### config.mk
export PLATFORM = sky130hd
export DESIGN_NAME = scientific_decimal_text_parser
export DESIGN_NICKNAME = d
export VERILOG_FILES = /design/src/hdl/sdtp_pkg.sv /design/src/hdl/scientific_decimal_text_parser.sv /design/src/hdl/sdtp_front.sv /design/src/hdl/sdtp_queue.sv /design/src/hdl/sdtp_back.sv
export SDC_FILE = /design/constraint.sdc
export NUM_CORES = 1
export LEC_CHECK = 0
export BUFFER_PORTS_ARGS = -buffer_cell sky130_fd_sc_hd__buf_4
export CAP_MARGIN = 20
export CELL_PAD_IN_SITES_DETAIL_PLACEMENT = 0
export CELL_PAD_IN_SITES_GLOBAL_PLACEMENT = 1
export CORE_UTILIZATION = 35
export CTS_BUF_LIST = sky130_fd_sc_hd__clkbuf_4 sky130_fd_sc_hd__clkbuf_8
export CTS_CLUSTER_DIAMETER = 150
export DETAILED_ROUTE_END_ITERATION = 12
export PLACE_DENSITY = 0.6
export SLEW_MARGIN = 20
export SYNTH_ARGS = -nofsm -noshare
export SYNTH_HDL_FRONTEND = slang
export SYNTH_SLANG_ARGS = --single-unit
### constraint.sdc
create_clock -name clk -period 6.8 [get_ports clk]
set_clock_uncertainty 0.15 [all_clocks]
set_input_delay 0 -clock clk [delete_from_list [all_inputs] [get_ports clk]]
set_output_delay 0 -clock clk [all_outputs]
set_load 0.02 [all_outputs]
### src/hdl/sdtp_pkg.sv
// ----------------------------------------------------------------------------
// sdtp_pkg
// Shared widths, character codes, token classes and the token type passed
// from the classifier to the number accumulator.
// ----------------------------------------------------------------------------
package sdtp_pkg;

	localparam int SIG_BITS        = 64;
	localparam int FRAC_COUNT_BITS = 16;
	localparam int EXP_BITS        = 14;
	localparam int EXP_MAX         = 9999;

	localparam int Q_DEPTH = 2;
	localparam int Q_PTR_W = (Q_DEPTH > 1) ? $clog2(Q_DEPTH) : 1;
	localparam int Q_CNT_W = $clog2(Q_DEPTH + 1);

	localparam logic [7:0] CH_MINUS = 8'h2D;
	localparam logic [7:0] CH_PLUS  = 8'h2B;
	localparam logic [7:0] CH_POINT = 8'h2E;
	localparam logic [7:0] CH_E_LO  = 8'h65;
	localparam logic [7:0] CH_E_UP  = 8'h45;
	localparam logic [7:0] CH_SPACE = 8'h20;
	localparam logic [7:0] CH_TAB   = 8'h09;
	localparam logic [7:0] CH_CR    = 8'h0D;
	localparam logic [7:0] CH_ZERO  = 8'h30;
	localparam logic [7:0] CH_NINE  = 8'h39;

	localparam logic [2:0] CLS_SPACE = 3'd0;
	localparam logic [2:0] CLS_SIGN  = 3'd1;
	localparam logic [2:0] CLS_DIGIT = 3'd2;
	localparam logic [2:0] CLS_POINT = 3'd3;
	localparam logic [2:0] CLS_EXP   = 3'd4;
	localparam logic [2:0] CLS_OTHER = 3'd5;

	typedef struct packed {
		logic [2:0] cls;
		logic       minus;
		logic [3:0] digit;
		logic       last;
	} tok_t;

endpackage

### src/hdl/scientific_decimal_text_parser.sv
// The last item passes the front register and token queue to the result register.
// Throughput: one character item per cycle, but a last item waits for a free result.
// The output register frees the input side while a result waits to be taken.
// Reset (arst_n low): clears the parse state, the token queue and all valid flags.
// ----------------------------------------------------------------------------
// scientific_decimal_text_parser
// Splits scientific-notation decimal text into sign, significand, fraction
// digit count and exponent: classifier, token queue, accumulator.
// ----------------------------------------------------------------------------
module scientific_decimal_text_parser (
	input  logic                       clk,
	input  logic                       arst_n,
	input  logic                       in_valid,
	output logic                       in_ready,
	input  logic [7:0]                 char_code,
	input  logic                       last_char,
	output logic                       out_valid,
	input  logic                       out_ready,
	output logic                       negative,
	output logic [sdtp_pkg::SIG_BITS-1:0]        significand,
	output logic [sdtp_pkg::FRAC_COUNT_BITS-1:0] frac_digits,
	output logic                       exp_negative,
	output logic [sdtp_pkg::EXP_BITS-1:0]        exp_value,
	output logic                       overflow
);
	import sdtp_pkg::*;

	logic fr_valid;
	logic fr_ready;
	tok_t fr_tok;
	logic bk_valid;
	logic bk_ready;
	tok_t bk_tok;

	sdtp_front u_front (
		.clk       (clk),
		.arst_n    (arst_n),
		.in_valid  (in_valid),
		.in_ready  (in_ready),
		.char_code (char_code),
		.last_char (last_char),
		.tok_valid (fr_valid),
		.tok_ready (fr_ready),
		.tok       (fr_tok)
	);

	sdtp_queue u_queue (
		.clk        (clk),
		.arst_n     (arst_n),
		.push_valid (fr_valid),
		.push_ready (fr_ready),
		.push_tok   (fr_tok),
		.pop_valid  (bk_valid),
		.pop_ready  (bk_ready),
		.pop_tok    (bk_tok)
	);

	sdtp_back u_back (
		.clk          (clk),
		.arst_n       (arst_n),
		.tok_valid    (bk_valid),
		.tok_ready    (bk_ready),
		.tok          (bk_tok),
		.out_valid    (out_valid),
		.out_ready    (out_ready),
		.negative     (negative),
		.significand  (significand),
		.frac_digits  (frac_digits),
		.exp_negative (exp_negative),
		.exp_value    (exp_value),
		.overflow     (overflow)
	);

endmodule

### src/hdl/sdtp_front.sv
// ----------------------------------------------------------------------------
// sdtp_front
// Accepts characters, classifies each into a token and registers it for the
// token queue.
// ----------------------------------------------------------------------------
module sdtp_front (
	input  logic          clk,
	input  logic          arst_n,
	input  logic          in_valid,
	output logic          in_ready,
	input  logic [7:0]    char_code,
	input  logic          last_char,
	output logic          tok_valid,
	input  logic          tok_ready,
	output sdtp_pkg::tok_t tok
);
	import sdtp_pkg::*;

	logic valid_s1;
	tok_t tok_s1;
	tok_t tok_c;

	always_comb begin
		tok_c.minus = (char_code == CH_MINUS);
		tok_c.digit = char_code[3:0];
		tok_c.last  = last_char;
		if ((char_code == CH_SPACE) || ((char_code >= CH_TAB) && (char_code <= CH_CR))) begin
			tok_c.cls = CLS_SPACE;
		end else if ((char_code == CH_MINUS) || (char_code == CH_PLUS)) begin
			tok_c.cls = CLS_SIGN;
		end else if ((char_code >= CH_ZERO) && (char_code <= CH_NINE)) begin
			tok_c.cls = CLS_DIGIT;
		end else if (char_code == CH_POINT) begin
			tok_c.cls = CLS_POINT;
		end else if ((char_code == CH_E_LO) || (char_code == CH_E_UP)) begin
			tok_c.cls = CLS_EXP;
		end else begin
			tok_c.cls = CLS_OTHER;
		end
	end

	assign in_ready  = !valid_s1 || tok_ready;
	assign tok_valid = valid_s1;
	assign tok       = tok_s1;

	always_ff @(posedge clk or negedge arst_n) begin
		if (!arst_n) begin
			valid_s1 <= 1'b0;
		end else if (in_ready) begin
			valid_s1 <= in_valid;
		end
	end

	always_ff @(posedge clk) begin
		if (in_valid && in_ready) begin
			tok_s1 <= tok_c;
		end
	end

endmodule

### src/hdl/sdtp_queue.sv
// ----------------------------------------------------------------------------
// sdtp_queue
// Short token queue between classifier and accumulator.
// ----------------------------------------------------------------------------
module sdtp_queue (
	input  logic           clk,
	input  logic           arst_n,
	input  logic           push_valid,
	output logic           push_ready,
	input  sdtp_pkg::tok_t push_tok,
	output logic           pop_valid,
	input  logic           pop_ready,
	output sdtp_pkg::tok_t pop_tok
);
	import sdtp_pkg::*;

	tok_t                mem_q [Q_DEPTH];
	logic [Q_PTR_W-1:0]  wr_ptr_q;
	logic [Q_PTR_W-1:0]  rd_ptr_q;
	logic [Q_CNT_W-1:0]  count_q;
	logic                push;
	logic                pop;

	assign push_ready = (count_q != Q_CNT_W'(Q_DEPTH));
	assign pop_valid  = (count_q != '0);
	assign pop_tok    = mem_q[rd_ptr_q];
	assign push       = push_valid && push_ready;
	assign pop        = pop_valid && pop_ready;

	function automatic logic [Q_PTR_W-1:0] ptr_inc(input logic [Q_PTR_W-1:0] p);
		ptr_inc = (p == Q_PTR_W'(Q_DEPTH - 1)) ? '0 : p + 1'b1;
	endfunction

	always_ff @(posedge clk or negedge arst_n) begin
		if (!arst_n) begin
			wr_ptr_q <= '0;
			rd_ptr_q <= '0;
			count_q  <= '0;
		end else begin
			if (push) begin
				wr_ptr_q <= ptr_inc(wr_ptr_q);
			end
			if (pop) begin
				rd_ptr_q <= ptr_inc(rd_ptr_q);
			end
			case ({push, pop})
				2'b10:   count_q <= count_q + 1'b1;
				2'b01:   count_q <= count_q - 1'b1;
				default: count_q <= count_q;
			endcase
		end
	end

	always_ff @(posedge clk) begin
		if (push) begin
			mem_q[wr_ptr_q] <= push_tok;
		end
	end

endmodule

### src/hdl/sdtp_back.sv
// ----------------------------------------------------------------------------
// sdtp_back
// Number accumulator: runs the parse phases on each token, builds the
// significand, fraction count and exponent, and holds the result register.
// ----------------------------------------------------------------------------
module sdtp_back (
	input  logic                       clk,
	input  logic                       arst_n,
	input  logic                       tok_valid,
	output logic                       tok_ready,
	input  sdtp_pkg::tok_t             tok,
	output logic                       out_valid,
	input  logic                       out_ready,
	output logic                       negative,
	output logic [sdtp_pkg::SIG_BITS-1:0]        significand,
	output logic [sdtp_pkg::FRAC_COUNT_BITS-1:0] frac_digits,
	output logic                       exp_negative,
	output logic [sdtp_pkg::EXP_BITS-1:0]        exp_value,
	output logic                       overflow
);
	import sdtp_pkg::*;

	localparam logic [2:0] PH_WS    = 3'd0;
	localparam logic [2:0] PH_INT   = 3'd1;
	localparam logic [2:0] PH_FRAC  = 3'd2;
	localparam logic [2:0] PH_ESIGN = 3'd3;
	localparam logic [2:0] PH_EDIG  = 3'd4;
	localparam logic [2:0] PH_DONE  = 3'd5;

	localparam int SIG_W = SIG_BITS + 4;
	localparam int EXP_W = EXP_BITS + 4;

	logic [2:0]                 phase_q, phase_n;
	logic                       neg_q, neg_n;
	logic [SIG_BITS-1:0]        sig_q, sig_n;
	logic [FRAC_COUNT_BITS-1:0] frac_q, frac_n;
	logic                       eneg_q, eneg_n;
	logic [EXP_BITS-1:0]        exp_q, exp_n;
	logic                       sat_q, sat_n;
	logic                       out_valid_q;

	logic [SIG_W-1:0]           sig_x10;
	logic [EXP_W-1:0]           exp_x10;
	logic                       add_sig;
	logic                       add_exp;
	logic                       add_frac;
	logic                       pop;

	assign sig_x10 = ({4'b0, sig_q} << 3) + ({4'b0, sig_q} << 1) + SIG_W'(tok.digit);
	assign exp_x10 = ({4'b0, exp_q} << 3) + ({4'b0, exp_q} << 1) + EXP_W'(tok.digit);

	always_comb begin
		phase_n  = phase_q;
		neg_n    = neg_q;
		eneg_n   = eneg_q;
		add_sig  = 1'b0;
		add_exp  = 1'b0;
		add_frac = 1'b0;
		case (phase_q)
			PH_WS: begin
				case (tok.cls)
					CLS_SPACE: phase_n = PH_WS;
					CLS_SIGN: begin
						neg_n   = tok.minus;
						phase_n = PH_INT;
					end
					CLS_DIGIT: begin
						add_sig = 1'b1;
						phase_n = PH_INT;
					end
					CLS_POINT: phase_n = PH_FRAC;
					CLS_EXP:   phase_n = PH_ESIGN;
					default:   phase_n = PH_DONE;
				endcase
			end
			PH_INT: begin
				case (tok.cls)
					CLS_DIGIT: add_sig = 1'b1;
					CLS_POINT: phase_n = PH_FRAC;
					CLS_EXP:   phase_n = PH_ESIGN;
					default:   phase_n = PH_DONE;
				endcase
			end
			PH_FRAC: begin
				case (tok.cls)
					CLS_DIGIT: begin
						add_sig  = 1'b1;
						add_frac = 1'b1;
					end
					CLS_EXP: phase_n = PH_ESIGN;
					default: phase_n = PH_DONE;
				endcase
			end
			PH_ESIGN: begin
				case (tok.cls)
					CLS_SIGN: begin
						eneg_n  = tok.minus;
						phase_n = PH_EDIG;
					end
					CLS_DIGIT: begin
						add_exp = 1'b1;
						phase_n = PH_EDIG;
					end
					default: phase_n = PH_DONE;
				endcase
			end
			PH_EDIG: begin
				if (tok.cls == CLS_DIGIT) begin
					add_exp = 1'b1;
				end else begin
					phase_n = PH_DONE;
				end
			end
			default: phase_n = PH_DONE;
		endcase

		sig_n = sig_q;
		sat_n = sat_q;
		if (add_sig) begin
			if (sat_q || (sig_x10[SIG_W-1:SIG_BITS] != 4'b0)) begin
				sig_n = '1;
				sat_n = 1'b1;
			end else begin
				sig_n = sig_x10[SIG_BITS-1:0];
			end
		end

		frac_n = frac_q;
		if (add_frac && (frac_q != '1)) begin
			frac_n = frac_q + 1'b1;
		end

		exp_n = exp_q;
		if (add_exp) begin
			if (exp_x10 > EXP_W'(EXP_MAX)) begin
				exp_n = EXP_BITS'(EXP_MAX);
			end else begin
				exp_n = exp_x10[EXP_BITS-1:0];
			end
		end
	end

	// last item of a string needs a free result slot
	assign tok_ready = !tok.last || !out_valid_q || out_ready;
	assign pop       = tok_valid && tok_ready;
	assign out_valid = out_valid_q;

	always_ff @(posedge clk or negedge arst_n) begin
		if (!arst_n) begin
			phase_q     <= PH_WS;
			neg_q       <= 1'b0;
			sig_q       <= '0;
			frac_q      <= '0;
			eneg_q      <= 1'b0;
			exp_q       <= '0;
			sat_q       <= 1'b0;
			out_valid_q <= 1'b0;
		end else begin
			if (out_ready) begin
				out_valid_q <= 1'b0;
			end
			if (pop) begin
				if (tok.last) begin
					out_valid_q <= 1'b1;
					phase_q     <= PH_WS;
					neg_q       <= 1'b0;
					sig_q       <= '0;
					frac_q      <= '0;
					eneg_q      <= 1'b0;
					exp_q       <= '0;
					sat_q       <= 1'b0;
				end else begin
					phase_q <= phase_n;
					neg_q   <= neg_n;
					sig_q   <= sig_n;
					frac_q  <= frac_n;
					eneg_q  <= eneg_n;
					exp_q   <= exp_n;
					sat_q   <= sat_n;
				end
			end
		end
	end

	always_ff @(posedge clk) begin
		if (pop && tok.last) begin
			negative     <= neg_n;
			significand  <= sig_n;
			frac_digits  <= frac_n;
			exp_negative <= eneg_n;
			exp_value    <= exp_n;
			overflow     <= sat_n;
		end
	end

endmodule

==> results.rst <==
.. list-table::
   :header-rows: 1

   * - Metric
     - Value
   * - Outcome
     - complete, no violations
   * - Worst vdd ir
     - 0.254 mV
   * - Largest fanout on the critical path
     - 24
   * - First-pass GRT wire length
     - 68.9 mm
   * - Initial core utilization
     - 35.4%
   * - Critical-path top delay cell
     - sky130_fd_sc_hd__fa_1
   * - Die extent in x
     - 213 microns
   * - Number of nets still failing antenna checks after routing
     - 0
   * - CTS HTree Levels
     - 2
   * - Maximum clock rate
     - 0.176 GHz
   * - Core outline area
     - 44100 sq um
   * - Worst slack, placed
     - approximately 1.2 ns
   * - Via-per-instance ratio
     - 5.24
   * - Endpoint of the worst hold-timing path
     - u_back.out_valid
   * - Total number of nets in the final design
     - ~1900
   * - Power density relative to cell area
     - 407 nW/um^2
   * - Drt first pass iters
     - 6
   * - Count of boundary I/O pins
     - 112
   * - Cells on Worst Hold Path
     - 4
   * - Count of filler cells inserted in the layout
     - 4423
   * - R2R Setup Slk
     - 1.12 ns
   * - Total count of max-transition violations in the final report
     - 0
   * - Clock tree sinks
     - 230
   * - Smallest setup slack after layout
     - between 1 and 1.5 ns
   * - Worst skew pair latency
     - a little over 0.6 ns
   * - Slew at the pin closest to its max-slew limit
     - 1.11 ns
   * - Summed instance area of the synthesized netlist
     - 15600 sq um
   * - Sum Neg Setup Slack
     - 0 ns
   * - Worst reg2reg path startpoint
     - u_queue.rd_ptr_q
   * - Hold wc startpoint
     - out_ready
   * - Yosys warning count
     - 0
   * - Slowest Stage Delay on Critical Path
     - 0.52 ns
   * - Fraction of registers with async set or reset after synthesis
     - 46.1%
   * - Share of cells above drive strength 1
     - between 10% and 20%
   * - Number of buffers added by the clock tree synthesis step
     - between 40 and 50
   * - DR vias
     - 12600
   * - Port Buffers
     - 111
   * - Critical path required time
     - 6.96 ns
   * - Pin count of the biggest net entering global routing
     - 79
   * - CTS Root Buffer Type
     - sky130_fd_sc_hd__clkbuf_8
   * - Total die area
     - between 40000 and 50000 sq um
   * - Endpoint of the lowest-slack register-to-register path
     - u_back.significand[30]
   * - Via count of the first global-routing pass
     - 12900
   * - Routed len/inst
     - around 18 microns
   * - Count of max-cap constraint violations
     - 0
   * - Min-delay worst type
     - input port to register
   * - Final Setup Violations
     - 0
   * - Critical path endpoint category
     - register
   * - DP Area
     - 17000 sq um
   * - Start-to-end type of the worst setup path
     - register to register
   * - Commonest cells after routing, fill and taps aside
     - sky130_fd_sc_hd__nor2_1, sky130_fd_sc_hd__nand2_1, sky130_fd_sc_hd__o21ai_0, sky130_fd_sc_hd__ha_1, sky130_fd_sc_hd__a21oi_1
   * - Initial antenna violation count
     - 0
   * - Antenna Cells
     - 0
   * - Final hold vios
     - 0
   * - Chip height
     - 213 microns
   * - Bufs on Longest Clock Path
     - 3
   * - Worst slew margin
     - 25.8%
   * - Number of rows in the core area
     - 77
   * - Detailed-placement wirelength estimate
     - 30.1 mm
   * - Net count of the mapped netlist
     - 1818
   * - TritonCTS clock tree
     - done
   * - Number of instances in the synthesized netlist
     - 1645
   * - Global-route usage over all layers
     - 19.2%
   * - RSZ-0062 raised after global routing
     - no
   * - Post-synthesis to final-layout area growth
     - 16.8%
   * - Clk pin slew, worst setup/hold paths
     - 0.06 ns
   * - Most common library cell in the layout ignoring fill and taps
     - sky130_fd_sc_hd__nor2_1
   * - Residual DRC count
     - 0
   * - Netlist cell types
     - 71
   * - 1st-iter DRT viols
     - 696
   * - Post-CTS setup buffer count
     - 0
   * - Total overflow reported by the global router
     - 0
   * - Cell-by-cell listing of the critical path
     - buf_4 -> mux2i_1 -> inv_1 -> fa_1 -> inv_1 -> fa_1 -> nand2b_1 -> a21oi_1 -> o21ai_1 -> a211oi_1 -> o41ai_2 -> o21ai_0 -> a31oi_1 -> xor2_1 -> nand4_4 -> buf_4 -> nor2_1 -> a21oi_1
   * - Number of synthesized register bits
     - 230
   * - Static Leakage
     - 7.86 nW
   * - Post-Synthesis Mean Instance Area
     - 9.49 sq um
   * - Share of synthesized area occupied by flip-flops and latches
     - between 40% and 50%
   * - Count of flip-flops with a built-in enable after synthesis
     - 124
   * - Main flop type after synthesis
     - sky130_fd_sc_hd__edfxtp_1
   * - Post-route design area
     - 18200 sq um
   * - CP Data Arrival Time
     - 5.83 ns
   * - Global placer's final weighted congestion
     - 0.847
   * - Post-route minimum period
     - 5.68 ns
   * - Length in cells of the worst reg-to-reg path
     - 18
   * - Post-Route WL
     - around 43 mm
   * - Startpoint Class
     - register
   * - Period utilisation layout
     - 83.5%
==> power breakdown <==
group          internal, mW  total (mW)  switching (mW)
Clock                 0.875        1.51           0.635
Sequential             2.06        2.35           0.290
Combinational          1.24        3.55            2.31
==> layer usage <==
metal / up-vias / global-route usage [%] / part of all wire (%)
met2: 219 / 31.8 / 47
met1: 6030 / 25.4 / 47
met5: - / 0 / 0
met4: 0 / 5.27 / 2.0
li1: 6261 / - / -
met3: 67 / 3.57 / 4.0
==> synth_stat cells (4+ instances only) <==
library cell                  n  area [sq um]
sky130_fd_sc_hd__o31a_1       4          35.0
sky130_fd_sc_hd__o21ai_1      5          25.0
sky130_fd_sc_hd__and2_1       5          31.3
sky130_fd_sc_hd__edfxtp_1   124          3720
sky130_fd_sc_hd__o211ai_1    10          75.1
sky130_fd_sc_hd__nor2b_1     11          68.8
sky130_fd_sc_hd__buf_2        6          30.0
sky130_fd_sc_hd__ha_1       156          1950
sky130_fd_sc_hd__clkbuf_1    56           210
sky130_fd_sc_hd__a221oi_1     4          35.0
sky130_fd_sc_hd__inv_1       35           131
sky130_fd_sc_hd__o21a_1      16           120
sky130_fd_sc_hd__a21oi_1    151           756
sky130_fd_sc_hd__a22o_1       7          61.3
sky130_fd_sc_hd__nor4_1       8          50.1
sky130_fd_sc_hd__fa_1         4          80.1
sky130_fd_sc_hd__o21bai_1    16           120
sky130_fd_sc_hd__nand3b_1     4          30.0
sky130_fd_sc_hd__a2111oi_0    4          35.0
sky130_fd_sc_hd__a31oi_1      7          43.8
sky130_fd_sc_hd__or2_2        5          31.3
sky130_fd_sc_hd__o31ai_1      8          60.1
sky130_fd_sc_hd__nand2b_1    13          81.3
sky130_fd_sc_hd__xnor2_1     53           464
sky130_fd_sc_hd__and3_1       9          56.3
sky130_fd_sc_hd__or3_1       12          75.1
sky130_fd_sc_hd__a21o_1      16           120
sky130_fd_sc_hd__o22ai_1      6          37.5
sky130_fd_sc_hd__and4_1       4          35.0
sky130_fd_sc_hd__mux2_2      13           146
sky130_fd_sc_hd__xor2_1      34           298
sky130_fd_sc_hd__mux2i_1      5          50.1
sky130_fd_sc_hd__nand3_1     19          95.1
sky130_fd_sc_hd__a21boi_0     4          30.0
sky130_fd_sc_hd__o21ai_0    157           786
sky130_fd_sc_hd__nor2_1     191           717
sky130_fd_sc_hd__a21oi_2     60           526
sky130_fd_sc_hd__a211oi_1    15           113
sky130_fd_sc_hd__nand2_1    168           631
sky130_fd_sc_hd__dfrtp_1    106          2650
sky130_fd_sc_hd__nand4_1     24           150
sky130_fd_sc_hd__nor2_4      30           338
sky130_fd_sc_hd__nor3_1      19          95.1
==> how the worst max path moves through the flow <==
stage	start	to	slack, ns	cells past startpoint
CTS	u_queue.rd_ptr_q	u_back.significand[30]	1.11	18
floorplan	u_queue.rd_ptr_q	u_back.significand[40]	1.95	19
global route	u_queue.rd_ptr_q	u_back.significand[38]	0.72	18
finish	u_queue.rd_ptr_q	u_back.significand[30]	1.12	18
global placement	u_queue.rd_ptr_q	u_back.significand[4]	1.35	18
detailed placement	u_queue.rd_ptr_q	u_back.significand[17]	1.17	18
==> worst max-delay path, delay by kind of cell (launching register included) <==
family                     cells  cell delay [ns]
AOI/OAI and AO/OA              7             1.83
adders and majority gates      2             0.95
DFF                            1             0.32
muxes                          1             0.32
buffers and inverters          4             0.81
xor gates and xnor gates       1             0.26
and+or+nand+nor                3             0.69
==> per-stage QoR <==
stage	cells	utilization, %	power (mW)	hold slack (ns)
after floorplan	1645	-	4.84	-0.446
after global placement	2294	38.5	5.94	-0.0754
after detailed placement	2294	38.5	5.96	-0.0702
after CTS	2401	41.3	7.54	0.0255
after global routing	2401	41.3	7.96	0.101
final	2401	41.3	7.41	0.0885
==> state kept, by name, indices dropped and copies added (netlist names), 2 cells and up <==
register and count:
u_back.exp_q 14, u_back.exp_value 14, u_back.frac_digits 16, u_back.frac_q 16
u_back.phase_q 3, u_back.sig_q 64, u_back.significand 64, u_front.tok 9
u_queue.count_q 2, u_queue.mem_q 18
==> layout make-up <==
| class | instances | area [sq um] | share of cell area [%] |
|---|---|---|---|
| Sequential cell | 230 | 6380 | 35.0 |
| Clock buffer | 73 | 898 | 4.93 |
| Clock inverter | 10 | 83.8 | 0.460 |
| Timing Repair Buffer | 151 | 1210 | 6.64 |
| Multi-Input combinational cell | 1310 | 8780 | 48.2 |
| Inverter | 35 | 136 | 0.748 |
| Tap cell | 592 | 741 | 4.06 |
==> what timing repair did <==
action,4_1_cts,5_1_grt
endpoints found under the setup margin,0,0
hold buffers,24,0
hold endpoints to repair,72,0
resized for setup,0,0
==> kinds of logic after synthesis <==
logic type	share of synthesized area (%)
xor+xnor	4.88
fa+ha+maj	13.1
flops	40.8
simple gates	16.4
buf+inv	3.01
mux	1.26
compound gates	20.5
No activity file was read; power rests on OpenSTA's default activity.
